### src/rtl/bpa_ram.sv
// ------------------------------------------------------------------------
// bpa_ram
// generic single write, single read ram with registered read
// ------------------------------------------------------------------------
module bpa_ram #(
    parameter int WIDTH = 8,
    parameter int DEPTH = 16
) (
    input  logic                     clk,
    input  logic                     we,
    input  logic [$clog2(DEPTH)-1:0] waddr,
    input  logic [WIDTH-1:0]         wdata,
    input  logic [$clog2(DEPTH)-1:0] raddr,
    output logic [WIDTH-1:0]         rdata
);
    logic [WIDTH-1:0] mem [DEPTH];
    logic [WIDTH-1:0] rdata_reg;

    always_ff @(posedge clk)
    begin
        if (we)
        begin
            mem[waddr] <= wdata;
        end
        rdata_reg <= mem[raddr];
    end

    assign rdata = rdata_reg;
endmodule

### config.mk
export PLATFORM = sky130hd
export DESIGN_NAME = bpa_ram
export DESIGN_NICKNAME = d
export VERILOG_FILES = /design/src/rtl/bpa_ram.sv
export SDC_FILE = /design/constraint.sdc
export NUM_CORES = 1
export LEC_CHECK = 0
export ABC_AREA = 1
export BUFFER_PORTS_ARGS = -buffer_cell sky130_fd_sc_hd__buf_2
export CELL_PAD_IN_SITES_DETAIL_PLACEMENT = 2
export CELL_PAD_IN_SITES_GLOBAL_PLACEMENT = 2
export CORE_MARGIN = 5
export CORE_UTILIZATION = 40
export CTS_CLUSTER_SIZE = 20
export DETAILED_ROUTE_END_ITERATION = 16
export GPL_TIMING_DRIVEN = 0
export PLACE_DENSITY_LB_ADDON = 0.1
export REMOVE_ABC_BUFFERS = 1
export SETUP_SLACK_MARGIN = 0.4
export SYNTH_ARGS = -nofsm -noshare
export SYNTH_HDL_FRONTEND = slang
export SYNTH_SLANG_ARGS = --single-unit
### constraint.sdc
create_clock -name clk -period 1.3 [get_ports clk]
set_input_delay 0.065 -clock clk [delete_from_list [all_inputs] [get_ports clk]]
set_output_delay 0.065 -clock clk [all_outputs]
set_load 0.05 [all_outputs]
After elaboration in Yosys (flattened, before gate mapping)
Memories as Yosys holds them, arrays and structs flattened. A register that Yosys moved wholly into a read port is not among the register bits.
Index checks and enable logic that the tools add are counted.
{"block": "totals", "output_inout_bits": 8, "elab_cells": 3, "ram_bits": 128, "regBits": 0, "memories": 1}
{"name": "mem", "depth": 16, "word_bits": 8, "rd": 1, "rd_clocked_by_memory_dff": 1, "write_ports": 1, "line_no": "16", "rtl": "logic [WIDTH-1:0] mem [DEPTH];"}
{"block": "op_classes", "n_mux": 2}
{"cell": "2-to-1 mux 1 bit", "count": 2}

Logic depth before layout (Yosys ltp)
{"block": "depth", "depth_word": 2, "ltp_mapped": 8, "ltp_nobuf": 7}

Least setup slack after synthesis
OpenSTA, ideal clock, no wires.
{"block": "synth_timing", "kind": "input -> register", "start": "input port waddr[2]", "end": "memory mem[10][0] (enable)", "n_path_buf": 0, "stages": 2, "setup_slack_ns": 0.284, "setup_time_ns": 0.370, "t_arrival_ns": 0.646, "path_cell_list": "nand3b_1 -> nor2_1"}
{"item": "start: declaration", "line_no": "11", "rtl": "input logic [$clog2(DEPTH)-1:0] waddr,"}
{"item": "end: declaration", "line_no": "16"}
No word-level cell before the write port.

Worst setup path after layout
{"block": "layout_timing", "start": "input port waddr[1]", "end": "memory mem[13][1] (enable)"}
No word-level cell before the write port.

==> flow_summary.toml <==
[synthesis]
synth.avg_cell_area_um2 = 10.5
synth.most_common_cell = "nand2_1"
syn_inst = 551
async_reset_ff_share_pct = 0
synth_ff_type = "edfxtp_1"
ys.warnings.count = 0
yosysTopAreaCellShare_pct = 66.7
synth-edff-count = 128
synth_cell_types = 12
synth.area.top_cells = "edfxtp_1 (67%), nand2_1 (11%), nand3_1 (8.4%), inv_1 (6.5%), dfxtp_1 (2.8%)"
syn-cell-area_um2 = 5770
yosysSeqAreaShare_pct = 69.4
yosysTopAreaCell = "edfxtp_1"
synthTopCellsByCount = "nand2_1 (173), edfxtp_1 (128), inv_1 (100), nand3_1 (97), nor2_1 (17)"
synth.ff_latch_count = 136

[timing]
hold_viol = 0
fmax_mhz = 954
fin_skew_ns = 0.0113
final-setup-viol-count = 0
tns_ns = 0
finalMaxSlewViolations = 0
period_needed_ns = 1.05
tightest_slew_ns = 0.553
finalCritPeriodShare_pct = 80.6
slew_headroom_pct = 63.2
rsz0062_at_grt = "true"

[pwr]
vdd_drop_max_mv = 0.972
power.density_nw_per_um2 = 1560
p_leak_nw = 2.97

[critical_path]
end_kind = "flip-flop"
crit_required_ns = 1.36
cp-start-kind = "input port"
path_class = "in -> reg"
cp.arrival_ns = 1.11
critPathMaxFanout = 8

[floorplan]
core_area_um2 = 14000
start_util_pct = 41.2
die_area_um2 = 16900
ios = 26
floorplan.rows = 43
die_y_um = 130
die-width_um = 130

[placement]
port-buffer-count = 25
hpwl_um = 9380
place_inst = 732
placed_cell_area_um2 = 5950
place_congestion = 0.734

[global_routing]
grt_max_degree = 66
antenna_found_initial = 0
grt_pass1_vias = 4440
grt_pass1_wl_um = 25200
grt_usage_pct = 20.8
globalRouteOverflowTotal = 0

[job]
maxCapViolCount = 0

[clock_tree]
cts_root_buf = "clkbuf_16"
numCtsBuffers = 17
cts_buffer_depth = 2
clock-sinks = 136
cts_tree = "built"
clk_pin_slew_ns = 0.06
worstSkewPairLatency_ns = 0.43
cts_max_level = 4

[route]
via_count = 3919
totalWireLength_um = 16900
first_pass_iters = 5
post_drt_wl_per_cell_um = 21.9
antenna_left = 0
viasPerCell = 5.08
drcViolationCount = 0
drt_iter0_drc = 237

[min_path]
min_path_type = "in -> reg"

[status]
status = "complete, no violations"

[final_layout]
fin_util_pct = 50.7
instances_no_fill = 772
n_antenna_cell = 0
layout-drive-gt1-share_pct = 22.1
final_nets = 597
final_cell_area_um2 = 7090
multi_input_area_um2 = 1490
fillCellCount = 1409
ff_latch_area_um2 = 4010
area_growth_pct = 22.9
largest_reg_flops = 128
[worst max-delay path, stage by stage]
cell,delay [ns]
buf_2,0.12
inv_1,0.08
nand2_1,0.28
nor2_2,0.55
[metrics by stage]
step	power [mW]	worst slack [ns]	hold WS, ns
after floorplan	5.38	0.255	0.164
after global placement	5.68	-1.62	0.462
after detailed placement	5.72	-1.60	0.482
after CTS	11.0	0.167	0.0193
after global routing	11.4	0.196	0.0343
final	11.0	0.252	0.0417
[cell usage in the layout, fill, tap and decap left out, types with 2 or more instances in the layout]
| master | netlist | final |
|---|---|---|
| buf_12 | 0 | 5 |
| nand2_1 | 173 | 168 |
| clkbuf_16 | 0 | 17 |
| clkinvlp_4 | 0 | 5 |
| nand3_1 | 97 | 62 |
| nand3_2 | 0 | 35 |
| clkinv_2 | 0 | 4 |
| buf_6 | 6 | 2 |
| inv_1 | 100 | 98 |
| edfxtp_1 | 128 | 128 |
| buf_8 | 0 | 7 |
| nand2_2 | 0 | 5 |
| buf_2 | 13 | 14 |
| nor2_4 | 0 | 9 |
| bufinv_16 | 0 | 5 |
| dfxtp_2 | 0 | 8 |
| nand3b_1 | 2 | 2 |
| nor2_2 | 0 | 7 |
| clkinv_1 | 0 | 2 |
| buf_4 | 4 | 4 |
[repair_timing]
action / 4_1_cts / 5_1_grt
hold buffers: 0 / 0
pin swaps: 15 / 18
hold endpoints to repair: 0 / 0
resized for setup: 63 / 45
buffers inserted: 3 / 5
setup endpoints to repair: 144 / 128
[layout make-up]
cell class	instances	area share (%)
clock inverter	15	2.93
timing repair buffer	33	4.73
sequential	136	56.6
inverter	102	5.56
multi-input combinational	289	21.0
clock buffer	17	6.00
tap	180	3.18
[layer usage]
layer  track usage (%)  vias to the layer above  wire, um
li1                  -                     1831         -
met1              24.6                     2002      6950
met2              37.2                       64      9120
met3              4.79                       22       584
met4              7.21                        0       214
met5                 0                        -         0
[final timing paths]
kind,startpoint,slack [ns],depth (start not counted),endpoint
worst max-delay path,waddr[1],0.25,4,mem[13][1]$_DFFE_PP_
worst max register to register,mem[8][3]$_DFFE_PP_,0.26,6,rdata[3]$_DFF_P_
worst min register to register,mem[10][0]$_DFFE_PP_,0.70,6,rdata[0]$_DFF_P_
worst min-delay path,wdata[3],0.04,1,mem[10][3]$_DFFE_PP_
[power breakdown]
| part | total [mW] | internal [mW] | switching, mW | leakage [nW] |
|---|---|---|---|---|
| clock network | 5.23 | 3.37 | 1.86 | 0.300 |
| logic | 0.855 | 0.252 | 0.603 | 1.44 |
| registers | 4.95 | 4.91 | 0.0406 | 1.22 |
[kinds of logic (layout without fill, tap and decap cells)]
logic type | Yosys count | count (layout) | share of synthesized area (%)
buffers and inverters | 126 | 167 | 9.52
DFF | 136 | 136 | 69.4
and+or+nand+nor | 289 | 289 | 21.0
No activity file was read; power rests on OpenSTA's default activity.
